==> config.mk <==
export PLATFORM = sky130hd
export DESIGN_NAME = thermal_threshold_arbiter_top
export DESIGN_NICKNAME = d
export VERILOG_FILES = /design/src/rtl/tta_pkg.sv /design/src/rtl/thermal_threshold_arbiter_top.sv /design/src/rtl/tta_entry_ram.sv
export SDC_FILE = /design/constraint.sdc
export NUM_CORES = 1
export LEC_CHECK = 0
export BUFFER_PORTS_ARGS = -buffer_cell sky130_fd_sc_hd__buf_4
export CORE_AREA = 10 10 336 241
export CTS_BUF_LIST = sky130_fd_sc_hd__clkbuf_16
export CTS_CLUSTER_DIAMETER = 80
export DETAILED_ROUTE_END_ITERATION = 8
export DIE_AREA = 0 0 346 251
export PLACE_DENSITY = 0.77
export RECOVER_POWER = 25
export SETUP_SLACK_MARGIN = 0.15
export SYNTH_ARGS = -nofsm -noshare
export SYNTH_HDL_FRONTEND = slang
export SYNTH_HIERARCHICAL = 1
export SYNTH_SLANG_ARGS = --single-unit
==> constraint.sdc <==
create_clock -name clk -period 5.7 [get_ports clk]
set_input_delay 0.855 -clock clk [delete_from_list [all_inputs] [get_ports clk]]
set_output_delay 0.855 -clock clk [all_outputs]
set_load 0.05 [all_outputs]
==> src/rtl/tta_pkg.sv <==
// Shared constants, codes and types for the thermal threshold arbiter.
package tta_pkg;

  localparam int TRIP_W           = 16;
  localparam int CMD_W            = 2;
  localparam int IDX_W            = 4;
  localparam int CFG_IDX_W        = 2;
  localparam int CFG_W            = 16;
  localparam int TRIP_OFFSET      = 2742;
  localparam int NUM_POLICIES_DEF = 16;

  typedef logic [TRIP_W-1:0] trip_t;

  localparam logic [CMD_W-1:0] CMD_TRIAL  = 2'd0;
  localparam logic [CMD_W-1:0] CMD_COMMIT = 2'd1;
  localparam logic [CMD_W-1:0] CMD_REMOVE = 2'd2;

  localparam logic [CFG_IDX_W-1:0] REG_ALLOWED_LOW  = 2'd0;
  localparam logic [CFG_IDX_W-1:0] REG_ALLOWED_HIGH = 2'd1;
  localparam logic [CFG_IDX_W-1:0] REG_DEFAULT_LOW  = 2'd2;
  localparam logic [CFG_IDX_W-1:0] REG_DEFAULT_HIGH = 2'd3;

  localparam trip_t ALLOWED_LOW_RST  = 16'd2732;
  localparam trip_t ALLOWED_HIGH_RST = 16'd5282;
  localparam trip_t DEFAULT_LOW_RST  = 16'd2732;
  localparam trip_t DEFAULT_HIGH_RST = 16'd5282;

  // one stored trip pair as it sits in the entry RAM
  typedef struct packed {
    trip_t lower;
    trip_t upper;
  } trip_pair_t;

  // latched request under evaluation
  typedef struct packed {
    logic  wr;     // commit or remove: entry gets written back
    logic  lv;
    trip_t lo;
    logic  uv;
    trip_t up;
  } req_t;

endpackage

==> src/rtl/thermal_threshold_arbiter_top.sv <==
// Thermal threshold arbiter top: request sequencer, table scan and result register.
//
//  channel | direction | handshake              | payload
//  in_     | input     | in_valid / in_stall    | cmd, policy_index, trips, temp, hysteresis
//  out_    | output    | out_valid / out_stall  | status, result_lower/upper, changed
//  cfg_    | input     | cfg_we (no wait)       | cfg_index, cfg_data
//
// A trial, commit or remove of a present entry scans the table: the scan reads one RAM entry
// per cycle through the registered read port, then the finish state clamps/compares and the
// response state loads the output. Rejected requests and removes of absent entries go
// straight to the response state. A new request is taken only once the block is idle again.
// Synchronous active-low reset clears the presence/valid flags, arbitrated pair and control flags and reloads config.
// A stalled output holds the block in its response state; in_stall stays high until then.
module thermal_threshold_arbiter_top import tta_pkg::*; #(
  parameter int NUM_POLICIES = NUM_POLICIES_DEF
) (
  input  logic                 clk,
  input  logic                 rst_n,
  input  logic                 in_valid,
  output logic                 in_stall,
  input  logic [CMD_W-1:0]     in_cmd,
  input  logic [IDX_W-1:0]     in_policy_index,
  input  logic                 in_lower_valid,
  input  logic [TRIP_W-1:0]    in_lower_trip,
  input  logic                 in_upper_valid,
  input  logic [TRIP_W-1:0]    in_upper_trip,
  input  logic [TRIP_W-1:0]    in_current_temp,
  input  logic [TRIP_W-1:0]    in_hysteresis,
  output logic                 out_valid,
  input  logic                 out_stall,
  output logic                 out_status,
  output logic [TRIP_W-1:0]    out_result_lower,
  output logic [TRIP_W-1:0]    out_result_upper,
  output logic                 out_changed,
  input  logic                 cfg_we,
  input  logic [CFG_IDX_W-1:0] cfg_index,
  input  logic [CFG_W-1:0]     cfg_data
);

  localparam int AW = (NUM_POLICIES > 1) ? $clog2(NUM_POLICIES) : 1;

  localparam logic [1:0] ST_IDLE = 2'd0;
  localparam logic [1:0] ST_SCAN = 2'd1;
  localparam logic [1:0] ST_FIN  = 2'd2;
  localparam logic [1:0] ST_RESP = 2'd3;

  function automatic trip_t clamp_trip(trip_t v, trip_t lo, trip_t hi);
    if (v < lo) begin
      return lo;
    end else if (v > hi) begin
      return hi;
    end
    return v;
  endfunction

  logic [1:0] state_r, state_nxt;

  // configuration
  trip_t allowed_low_r, allowed_high_r, default_low_r, default_high_r;

  // per-entry flags, cleared by reset
  logic [NUM_POLICIES-1:0] present_r, lv_flag_r, uv_flag_r;

  // arbitrated state
  trip_t arb_lower_r, arb_upper_r;
  logic  arb_valid_r, change_flag_r;

  // request under evaluation
  req_t          req_r;
  logic [AW-1:0] req_addr_r;

  // scan pipeline
  logic          issue_r;
  logic [AW-1:0] rd_cnt_r;
  logic          s1_vld_r, s1_last_r, s1_pres_r, s1_lv_r, s1_uv_r;
  logic [AW-1:0] s1_idx_r;
  trip_pair_t    rd_data;
  logic          have_lo_r, have_up_r;
  trip_t         best_lo_r, best_up_r;

  // response staging and output register
  logic  res_status_r;
  trip_t res_lo_r, res_up_r;
  logic  out_valid_r, out_status_r, out_changed_r;
  trip_t out_lo_r, out_up_r;

  // ---------------- accept-time decode ----------------
  logic              in_acc;
  logic              idx_ok, is_trial, is_commit, is_rm, bad, reject, rm_absent, go_scan;
  logic [AW-1:0]     in_addr;
  logic signed [17:0] lo_chk, cur_s;

  assign in_stall = (state_r != ST_IDLE);
  assign in_acc   = in_valid && !in_stall;

  assign idx_ok    = int'(in_policy_index) < NUM_POLICIES;
  assign in_addr   = AW'(in_policy_index);
  assign is_trial  = (in_cmd == CMD_TRIAL);
  assign is_commit = (in_cmd == CMD_COMMIT);
  assign is_rm     = (in_cmd == CMD_REMOVE);

  assign cur_s  = $signed({2'b00, in_current_temp});
  assign lo_chk = $signed({2'b00, in_lower_trip}) - $signed({2'b00, in_hysteresis})
                  - $signed(18'(TRIP_OFFSET));
  assign bad    = (in_lower_valid && (lo_chk > cur_s)) ||
                  (in_upper_valid && (in_upper_trip < in_current_temp));

  assign reject    = !idx_ok || !(is_trial || is_commit || is_rm) ||
                     ((is_trial || is_commit) && bad);
  assign rm_absent = is_rm && idx_ok && !present_r[in_addr];
  assign go_scan   = !reject && !rm_absent;

  // ---------------- entry RAM ----------------
  logic       ram_we;
  trip_pair_t ram_wdata;

  assign ram_we    = (state_r == ST_FIN) && req_r.wr;
  assign ram_wdata = '{lower: req_r.lo, upper: req_r.up};

  tta_entry_ram #(
    .DEPTH (NUM_POLICIES),
    .AW    (AW)
  ) u_ram (
    .clk   (clk),
    .we    (ram_we),
    .waddr (req_addr_r),
    .wdata (ram_wdata),
    .raddr (rd_cnt_r),
    .rdata (rd_data)
  );

  // ---------------- scan data path ----------------
  // the requested entry is substituted in place of the stored one
  logic  sub, e_pres, e_lv, e_uv;
  trip_t e_lo, e_up;

  assign sub    = (s1_idx_r == req_addr_r);
  assign e_pres = sub ? 1'b1     : s1_pres_r;
  assign e_lv   = sub ? req_r.lv : s1_lv_r;
  assign e_uv   = sub ? req_r.uv : s1_uv_r;
  assign e_lo   = sub ? req_r.lo : rd_data.lower;
  assign e_up   = sub ? req_r.up : rd_data.upper;

  trip_t fin_lo, fin_up;
  logic  pair_diff;

  assign fin_lo    = have_lo_r ? clamp_trip(best_lo_r, allowed_low_r, allowed_high_r)
                               : default_low_r;
  assign fin_up    = have_up_r ? clamp_trip(best_up_r, allowed_low_r, allowed_high_r)
                               : default_high_r;
  assign pair_diff = !arb_valid_r || (fin_lo != arb_lower_r) || (fin_up != arb_upper_r);

  logic out_free;
  assign out_free = !out_valid_r || !out_stall;

  // ---------------- sequencer ----------------
  always_comb begin
    state_nxt = state_r;
    case (state_r)
      ST_IDLE: begin
        if (in_acc) begin
          state_nxt = go_scan ? ST_SCAN : ST_RESP;
        end
      end
      ST_SCAN: begin
        if (s1_vld_r && s1_last_r) begin
          state_nxt = ST_FIN;
        end
      end
      ST_FIN:  state_nxt = ST_RESP;
      ST_RESP: begin
        if (out_free) begin
          state_nxt = ST_IDLE;
        end
      end
      default: state_nxt = ST_IDLE;
    endcase
  end

  always_ff @(posedge clk) begin
    if (!rst_n) begin
      state_r        <= ST_IDLE;
      allowed_low_r  <= ALLOWED_LOW_RST;
      allowed_high_r <= ALLOWED_HIGH_RST;
      default_low_r  <= DEFAULT_LOW_RST;
      default_high_r <= DEFAULT_HIGH_RST;
      present_r      <= '0;
      lv_flag_r      <= '0;
      uv_flag_r      <= '0;
      arb_lower_r    <= '0;
      arb_upper_r    <= '0;
      arb_valid_r    <= 1'b0;
      change_flag_r  <= 1'b0;
      issue_r        <= 1'b0;
      s1_vld_r       <= 1'b0;
      out_valid_r    <= 1'b0;
    end else begin
      state_r <= state_nxt;

      if (cfg_we) begin
        case (cfg_index)
          REG_ALLOWED_LOW:  allowed_low_r  <= cfg_data;
          REG_ALLOWED_HIGH: allowed_high_r <= cfg_data;
          REG_DEFAULT_LOW:  default_low_r  <= cfg_data;
          REG_DEFAULT_HIGH: default_high_r <= cfg_data;
          default: ;
        endcase
      end

      if (in_acc && rm_absent) begin
        change_flag_r <= 1'b0;
      end

      if (in_acc && go_scan) begin
        issue_r <= 1'b1;
      end else if (issue_r && (rd_cnt_r == AW'(NUM_POLICIES - 1))) begin
        issue_r <= 1'b0;
      end
      s1_vld_r <= issue_r;

      if (state_r == ST_FIN) begin
        if (req_r.wr) begin
          present_r[req_addr_r] <= 1'b1;
          lv_flag_r[req_addr_r] <= req_r.lv;
          uv_flag_r[req_addr_r] <= req_r.uv;
          if (pair_diff) begin
            arb_lower_r   <= fin_lo;
            arb_upper_r   <= fin_up;
            arb_valid_r   <= 1'b1;
            change_flag_r <= 1'b1;
          end else begin
            change_flag_r <= 1'b0;
          end
        end
      end

      if ((state_r == ST_RESP) && out_free) begin
        out_valid_r <= 1'b1;
      end else if (!out_stall) begin
        out_valid_r <= 1'b0;
      end
    end
  end

  // payload and scan registers, no reset needed
  always_ff @(posedge clk) begin
    if (in_acc) begin
      req_addr_r   <= in_addr;
      req_r.wr     <= is_commit || is_rm;
      req_r.lv     <= is_rm ? 1'b0 : in_lower_valid;
      req_r.lo     <= (is_rm || !in_lower_valid) ? '0 : in_lower_trip;
      req_r.uv     <= is_rm ? 1'b0 : in_upper_valid;
      req_r.up     <= (is_rm || !in_upper_valid) ? '0 : in_upper_trip;
      rd_cnt_r     <= '0;
      have_lo_r    <= 1'b0;
      have_up_r    <= 1'b0;
      best_lo_r    <= '0;
      best_up_r    <= '0;
      res_status_r <= reject;
      res_lo_r     <= arb_lower_r;
      res_up_r     <= arb_upper_r;
    end

    if (issue_r) begin
      rd_cnt_r  <= rd_cnt_r + AW'(1);
      s1_idx_r  <= rd_cnt_r;
      s1_last_r <= (rd_cnt_r == AW'(NUM_POLICIES - 1));
      s1_pres_r <= present_r[rd_cnt_r];
      s1_lv_r   <= lv_flag_r[rd_cnt_r];
      s1_uv_r   <= uv_flag_r[rd_cnt_r];
    end

    if (s1_vld_r && e_pres) begin
      if (e_lv && (!have_lo_r || (e_lo > best_lo_r))) begin
        best_lo_r <= e_lo;
        have_lo_r <= 1'b1;
      end
      if (e_uv && (!have_up_r || (e_up < best_up_r))) begin
        best_up_r <= e_up;
        have_up_r <= 1'b1;
      end
    end

    // trial result and the new stored pair are both the freshly arbitrated pair
    if (state_r == ST_FIN) begin
      res_status_r <= 1'b0;
      res_lo_r     <= fin_lo;
      res_up_r     <= fin_up;
    end

    if ((state_r == ST_RESP) && out_free) begin
      out_status_r  <= res_status_r;
      out_lo_r      <= res_lo_r;
      out_up_r      <= res_up_r;
      out_changed_r <= change_flag_r;
    end
  end

  assign out_valid        = out_valid_r;
  assign out_status       = out_status_r;
  assign out_result_lower = out_lo_r;
  assign out_result_upper = out_up_r;
  assign out_changed      = out_changed_r;

  // ---------------- assertions ----------------
  a_out_from_resp: assert property (@(posedge clk) disable iff (!rst_n)
    $rose(out_valid_r) |-> $past(state_r) == ST_RESP)
    else $error("output transaction raised outside the response state");

  a_fin_after_scan: assert property (@(posedge clk) disable iff (!rst_n)
    (state_r == ST_FIN) |-> $past(state_r) == ST_SCAN)
    else $error("finish state entered without a table scan");

  a_issue_in_scan: assert property (@(posedge clk) disable iff (!rst_n)
    issue_r |-> (state_r == ST_SCAN))
    else $error("table read issued outside the scan");

  a_commit_sets_arb: assert property (@(posedge clk) disable iff (!rst_n)
    ((state_r == ST_FIN) && req_r.wr) |=> arb_valid_r)
    else $error("arbitrated pair not marked valid after a write-back");

endmodule

==> src/rtl/tta_entry_ram.sv <==
// Entry RAM: one write port, one registered read port, holds the trip pairs.
module tta_entry_ram import tta_pkg::*; #(
  parameter int DEPTH = NUM_POLICIES_DEF,
  parameter int AW    = 4
) (
  input  logic          clk,
  input  logic          we,
  input  logic [AW-1:0] waddr,
  input  trip_pair_t    wdata,
  input  logic [AW-1:0] raddr,
  output trip_pair_t    rdata
);

  trip_pair_t mem [DEPTH];
  trip_pair_t rdata_r;

  always_ff @(posedge clk) begin
    if (we) begin
      mem[waddr] <= wdata;
    end
    rdata_r <= mem[raddr];
  end

  assign rdata = rdata_r;

endmodule

[After elaboration in Yosys (flattened, before gate mapping)]
Memories as Yosys holds them, arrays and structs flattened. A register that Yosys moved wholly into a read port is not among the register bits.
Index checks and enable logic that the tools add are counted.
W data, S select, Z words.
Storage, ports and cells
  memory bits (writable): 512
  memories: 1
  input bits: 95
  flip-flop bits (word level): 303
  output and inout port bits: 36
Operators by class
  mux-type cells: 62
  magnitude comparators: 12
  equality and inequality tests: 16
  bitwise operators: 1
  reduce and logical (&&, ||, !) cells: 54
  add/subtract/negate cells: 3
Memory list
  u_ram.mem: depth 16, bits a word 32, rd ports 1, clocked after memory_dff 1, write ports 1, line tta_entry_ram.sv:14  | trip_pair_t mem [DEPTH];
Operators by type and width (number)
  $mux W16: 20
  $lt A16 B16 Y1: 4
  $gt A16 B16 Y1: 3
  $bwmux W16: 2
  $ne A16 B16 Y1: 2
  $mux W1: 28
  $gt A18 B17 Y1: 1
  $sub A17 B13 Y18 const B: 1
  $sub A16 B16 Y17: 1
  $bmux W1 S4: 4
  $logic_and A1 B1 Y1: 16
  $or A16 B16 Y16: 1
  $lt A4 B5 Y1 const B: 3
  $logic_not A1 Y1: 12
  $logic_or A1 B1 Y1: 12
  $eq A2 B2 Y1 const B: 5
  $reduce_and A2 Y1: 5
  $mux W2: 4
  $mux W4: 2
  $pmux W2 S4: 1
  $reduce_bool A2 Y1: 4
  $eq A2 B1 Y1 const B: 3
  $logic_not A2 Y1: 3
  $ne A2 B2 Y1 const B: 3
  7 further kinds: 8

[Logic depth before layout (Yosys ltp)]
  depth after elaboration: 12
  mapped depth: 23
  gate-level depth less buffers: 23

[Modules after synthesis]
Netlist, hierarchy kept.
By module, submodules not included
  tta_entry_ram: cells each 838, seq. area each 16015.4 um^2, times used 1, area each 19835.3 um^2
  thermal_threshold_arbiter_top: cells each 1962, seq. area each 7236.9 um^2, times used 1, area each 18515.3 um^2

[Worst setup path before layout]
OpenSTA, ideal clock, no wires.
  kind: input to register
  from: in in_lower_trip[0]
  to: reg state_r[1]
  setup slack: 912 ps
  cell stages on the path: 22
  arrival time: 4651 ps
  path through: inv_1 > ha_1 > fa_1 > nor2b_1 > o21ai_0 > a21oi_1 > o31a_1 > nor2_1 > o311ai_0 > or3_1 > xor2_1 > ha_1 > a21o_1 > a21o_1 > a21oi_1 > o21ai_0 > a21o_1 > a21oi_1 > o22ai_1 > a41oi_1 > and2_1 > o221ai_1
Between the ends
  word-level cells in the longest chain between the ends: 12
Ends and longest elaborated chain
  start, declared: line thermal_threshold_arbiter_top.sv:24  | input logic [TRIP_W-1:0] in_lower_trip,
  $sub A16 B16 Y17: line thermal_threshold_arbiter_top.sv:103  | assign lo_chk = $signed({2'b00, in_lower_trip}) - $signed({2'b00, in_hysteresis})
  $sub A17 B13 Y18: line thermal_threshold_arbiter_top.sv:104  | - $signed(18'(TRIP_OFFSET));
  $gt A18 B17 Y1: line thermal_threshold_arbiter_top.sv:105  | assign bad = (in_lower_valid && (lo_chk > cur_s)) ||
  $logic_and A1 B1 Y1: line thermal_threshold_arbiter_top.sv:105
  $logic_or A1 B1 Y1: line thermal_threshold_arbiter_top.sv:105
  $logic_and A1 B1 Y1: line thermal_threshold_arbiter_top.sv:109  | ((is_trial || is_commit) && bad);
  $logic_or A1 B1 Y1: line thermal_threshold_arbiter_top.sv:108  | assign reject = !idx_ok || !(is_trial || is_commit || is_rm) ||
  $logic_not A1 Y1: line thermal_threshold_arbiter_top.sv:111  | assign go_scan = !reject && !rm_absent;
  $logic_and A1 B1 Y1: line thermal_threshold_arbiter_top.sv:111
  $mux W2: line thermal_threshold_arbiter_top.sv:162  | state_nxt = go_scan ? ST_SCAN : ST_RESP;
  $mux W2: line thermal_threshold_arbiter_top.sv:161  | if (in_acc) begin
  $pmux W2 S4: line thermal_threshold_arbiter_top.sv:159  | case (state_r)
  end signal, assigned: line thermal_threshold_arbiter_top.sv:198  | state_r <= state_nxt;
  end, declared: line thermal_threshold_arbiter_top.sv:56  | logic [1:0] state_r, state_nxt;
Every way passes these cells. The select of a mux whose other input is x is not followed.
A chain may end at the register's enable or synchronous reset.

[Worst setup path in the final report]
  from: reg allowed_high_r[13]
  to: reg arb_upper_r[15]
Between the ends
  word-level cells in the longest chain between the ends: 9
  elaborated cells on any way between the ends: 19
Ends and longest elaborated chain
  start, declared: line thermal_threshold_arbiter_top.sv:59  | trip_t allowed_low_r, allowed_high_r, default_low_r, default_high_r;
  start signal, assigned: line thermal_threshold_arbiter_top.sv:203  | REG_ALLOWED_HIGH: allowed_high_r <= cfg_data;
  $gt A16 B16 Y1: line thermal_threshold_arbiter_top.sv:50  | end else if (v > hi) begin
  $mux W1: line thermal_threshold_arbiter_top.sv:50
  $mux W1: line thermal_threshold_arbiter_top.sv:48  | if (v < lo) begin
  $mux W16: line thermal_threshold_arbiter_top.sv:53  | return v;
  $mux W16: line thermal_threshold_arbiter_top.sv:147  | assign fin_lo = have_lo_r ? clamp_trip(best_lo_r, allowed_low_r, allowed_high_r)
  $ne A16 B16 Y1: line thermal_threshold_arbiter_top.sv:151  | assign pair_diff = !arb_valid_r || (fin_lo != arb_lower_r) || (fin_up != arb_upper_r);
  $logic_or A1 B1 Y1 (2 in a row): line thermal_threshold_arbiter_top.sv:151
  $reduce_and A3 Y1 (no source line)
  end signal, assigned: line thermal_threshold_arbiter_top.sv:228  | arb_upper_r <= fin_up;
  end, declared: line thermal_threshold_arbiter_top.sv:65  | trip_t arb_lower_r, arb_upper_r;
Parallel ways exist; a longest one is shown, timed or not. The select of a mux whose other input is x is not followed.

==> impl_metrics.json <==
{
  "run_status": "finished clean",
  "drive_gt1_share_pct": 18.8,
  "clk_latency_ns": 0.66,
  "clk_pin_slew_ns": 0.07,
  "startpoint_type": "register",
  "num_io_pins": 131,
  "yosys.area_share.simple_pct": 7.47,
  "powerDensity_nw_per_um2": 418,
  "cts_hold_buf": 0,
  "synth.area.mux_share_pct": 11.5,
  "ys_seq_elements": 847,
  "fin_tns_setup_ns": 0,
  "multiInputGateArea_um2": 13900,
  "fin_nets": 3173,
  "vias": 24951,
  "drc": 0,
  "grt_first_pass_wirelength_um": 159000,
  "dp_hpwl_um": 70100,
  "rsz0062_at_grt": "no",
  "whs_ns": 0.419,
  "synthArstFlopShare_pct": 0,
  "num_antenna_cells": 0,
  "synth_top_family_by_area": "multiplexers",
  "final_area_um2": 43300,
  "antenna_found_initial": 2,
  "seq_area_frac_synth_pct": 60.6,
  "ys_warn_count": 6,
  "htree_levels": 3,
  "p_leak_nw": 15.5,
  "via_per_inst": 6.26,
  "avgRoutedWirePerCell_um": 26.8,
  "cts_sinks": 847,
  "die_y_um": 251,
  "cts_resized": 0,
  "crit_buf_inv": 3,
  "synth_nets": 3044,
  "fin_skew_ns": 0.0291,
  "finalSetupViolCount": 0,
  "fin_crit_ns": 4.95,
  "critical_path_class": "register to register",
  "cp_max_fo": 34,
  "synth_edf_count": 629,
  "max_cap_violations": 0,
  "die_w_um": 346,
  "seq_area_um2": 23300,
  "max_freq_mhz": 202,
  "ir_worst_vdd_uv": 277,
  "netlist_area_um2": 38400,
  "drtPass1Iterations": 9,
  "critPathMaxStageDelay_ns": 0.56,
  "maxSlewHeadroom_pct": 17.1,
  "crit_family": "compound AO/OA/AOI/OAI gates",
  "die_area_um2": 86800,
  "overflow": 0,
  "final.period_utilization_pct": 86.9,
  "endpoint_kind": "register",
  "synth_top_cell_by_area": "edfxtp_1",
  "cts_tree": "done",
  "core_um2": 74400,
  "grt_usage_pct": 24.1,
  "rows": 84,
  "hold_viol": 0,
  "grt_max_degree": 124,
  "grt_pass1_vias": 24941,
  "synth-main-ff-cell": "edfxtp_1",
  "synthTopCellsByArea": "edfxtp_1 (49%), dfxtp_1 (11%), mux4_2 (8.7%)",
  "tightestPinTransition_ns": 1.24,
  "root_buffer": "clkbuf_16",
  "synth-xor-area-share_pct": 1.58,
  "syn_area_per_cell_um2": 13.7,
  "synth-compound-area-share_pct": 10.4,
  "yosysTopAreaCellShare_pct": 49.3,
  "routed_wl_um": 107000,
  "portBuffers": 130,
  "gp_congestion": 0.962,
  "drv_slew": 0,
  "dr.first_iter.drc_count": 2914,
  "cp_common_cell": "a2111oi_0",
  "fill_cells": 5747,
  "syn_inst": 2800,
  "start_util_pct": 51.5,
  "antenna_left": 0,
  "critical_path.cell_chain": "inv_1 > ha_1 > nand3_1 > a21oi_1 > a2111oi_2 > a21o_1 > mux2i_1 > a2111oi_0 > a2111oi_0 > buf_4 > o211ai_1 > nor3_2 > a41o_2 > buf_12 > a221oi_1",
  "yosysUniqueCellTypes": 88,
  "yosys.area_share.adder_pct": 4.88,
  "cpMaxStageDelayCell": "a2111oi_0",
  "crit_required_ns": 6.18,
  "post_cts_buffers": 0,
  "area_growth_pct": 12.8,
  "crit_arrival_ns": 5.43,
  "r2r_slack_ns": 0.75,
  "cts_buffers": 80,
  "hp-class": "register to register",
  "place_area_um2": 40600,
  "clockBufferDepth": 3
}
[metrics by stage]
step | total power, W | utilization [%] | cells | setup slack, ns
6_report | 0.0181 | 58.1 | 3985 | 0.746
5_1_grt | 0.0188 | 58.1 | 3985 | 0.455
4_1_cts | 0.0181 | 58.2 | 3985 | 0.941
3_5_place_dp | 0.0125 | 54.5 | 3836 | 0.280
3_3_place_gp | 0.0124 | 54.5 | 3836 | 0.356
2_1_floorplan | 0.0111 | - | 2800 | 0.912
[worst paths after layout]
| kind | depth (start not counted) | startpoint | endpoint |
|---|---|---|---|
| worst min-delay path | 0 | res_up_r[14]$_DFFE_PP_ | out_result_upper[14]$_DFFE_PP_ |
| worst max register to register | 15 | allowed_high_r[13]$_SDFFE_PN0P_ | arb_upper_r[15]$_SDFFE_PN0P_ |
| worst max-delay path | 15 | allowed_high_r[13]$_SDFFE_PN0P_ | arb_upper_r[15]$_SDFFE_PN0P_ |
| worst min register to register | 0 | res_up_r[14]$_DFFE_PP_ | out_result_upper[14]$_DFFE_PP_ |
[power by group]
group | switching (W) | internal, W
Sequential | 0.000587 | 0.00741
Combinational | 0.00269 | 0.00184
Clock | 0.00242 | 0.00313
Total | 0.00569 | 0.0124
[synth_stat cells, drive strengths merged, types with 34 or more instances]
master,count
edfxtp,629
xor2,37
a22oi,64
nand2,222
clkbuf,92
buf,48
ha,148
dfxtp,218
nor2,156
a21oi,167
o21ai,70
mux4,148
a21o,37
and2,71
mux2i,71
inv,177
a221oi,37
nand3,36
mux2,34
[routing by layer]
metal | wire length [um] | GRT usage (%)
met4 | 2810 | 6.63
met3 | 13800 | 8.01
met2 | 45900 | 34.9
met1 | 44400 | 34.4
met5 | 0 | 0
[layout make-up]
type	instances	share of cell area [%]
Clock buffer	81	4.69
Clock inverter	68	1.62
Inverter	177	1.54
Multi-Input combinational cell	1636	32.2
Sequential cell	847	53.8
Tap cell	989	2.86
Timing Repair Buffer	187	3.35
[kinds of logic after synthesis]
logic type,count (synthesis)
AO/OA/AOI/OAI,558
XOR/XNOR,69
adder cells (fa/ha/maj),149
buffers and inverters,317
flip-flops,847
multiplexers,253
AND/OR/NAND/NOR,607
[layout by cell type, fill, tap and decap left out, types with 7 or more instances in the layout]
| cell | instances |
|---|---|
| dfxtp_1 | 218 |
| nor2_4 | 12 |
| xor2_1 | 37 |
| a221oi_1 | 7 |
| o211ai_1 | 29 |
| a221oi_2 | 30 |
| mux2_2 | 32 |
| nor2_1 | 143 |
| mux2i_1 | 71 |
| xnor2_1 | 32 |
| clkbuf_16 | 81 |
| nand2b_1 | 14 |
| a21o_1 | 37 |
| nor3_1 | 10 |
| mux4_2 | 148 |
| clkinv_1 | 16 |
| and2_1 | 70 |
| ha_1 | 147 |
| nand4_1 | 18 |
| clkinv_2 | 14 |
| nor4_1 | 9 |
| o21a_1 | 14 |
| a211oi_1 | 25 |
| buf_4 | 177 |
| or3_1 | 9 |
| a22oi_1 | 64 |
| o22ai_1 | 13 |
| and3_1 | 14 |
| o21ai_0 | 69 |
| edfxtp_1 | 629 |
| a21oi_1 | 167 |
| inv_1 | 186 |
| nand2_1 | 222 |
| nand3_1 | 36 |
| nor2b_1 | 13 |
| o2bb2ai_1 | 17 |
| bufinv_16 | 11 |
[registers in the layout, summed over array words and instances, names as in the netlist, 2 cells and up]
register          count
arb_lower_r          16
u_ram/mem           512
u_ram/rdata          32
s1_idx_r              4
res_up_r             16
allowed_high_r       16
default_low_r        16
lv_flag_r            16
state_r               2
present_r            16
allowed_low_r        16
res_lo_r             16
req_addr_r            4
best_up_r            16
req_r                 3
arb_upper_r          16
uv_flag_r            16
out_result_upper     16
default_high_r       16
rd_cnt_r              4
out_result_lower     16
ram_wdata            32
best_lo_r            16
(Power assumes the default switching activity.)
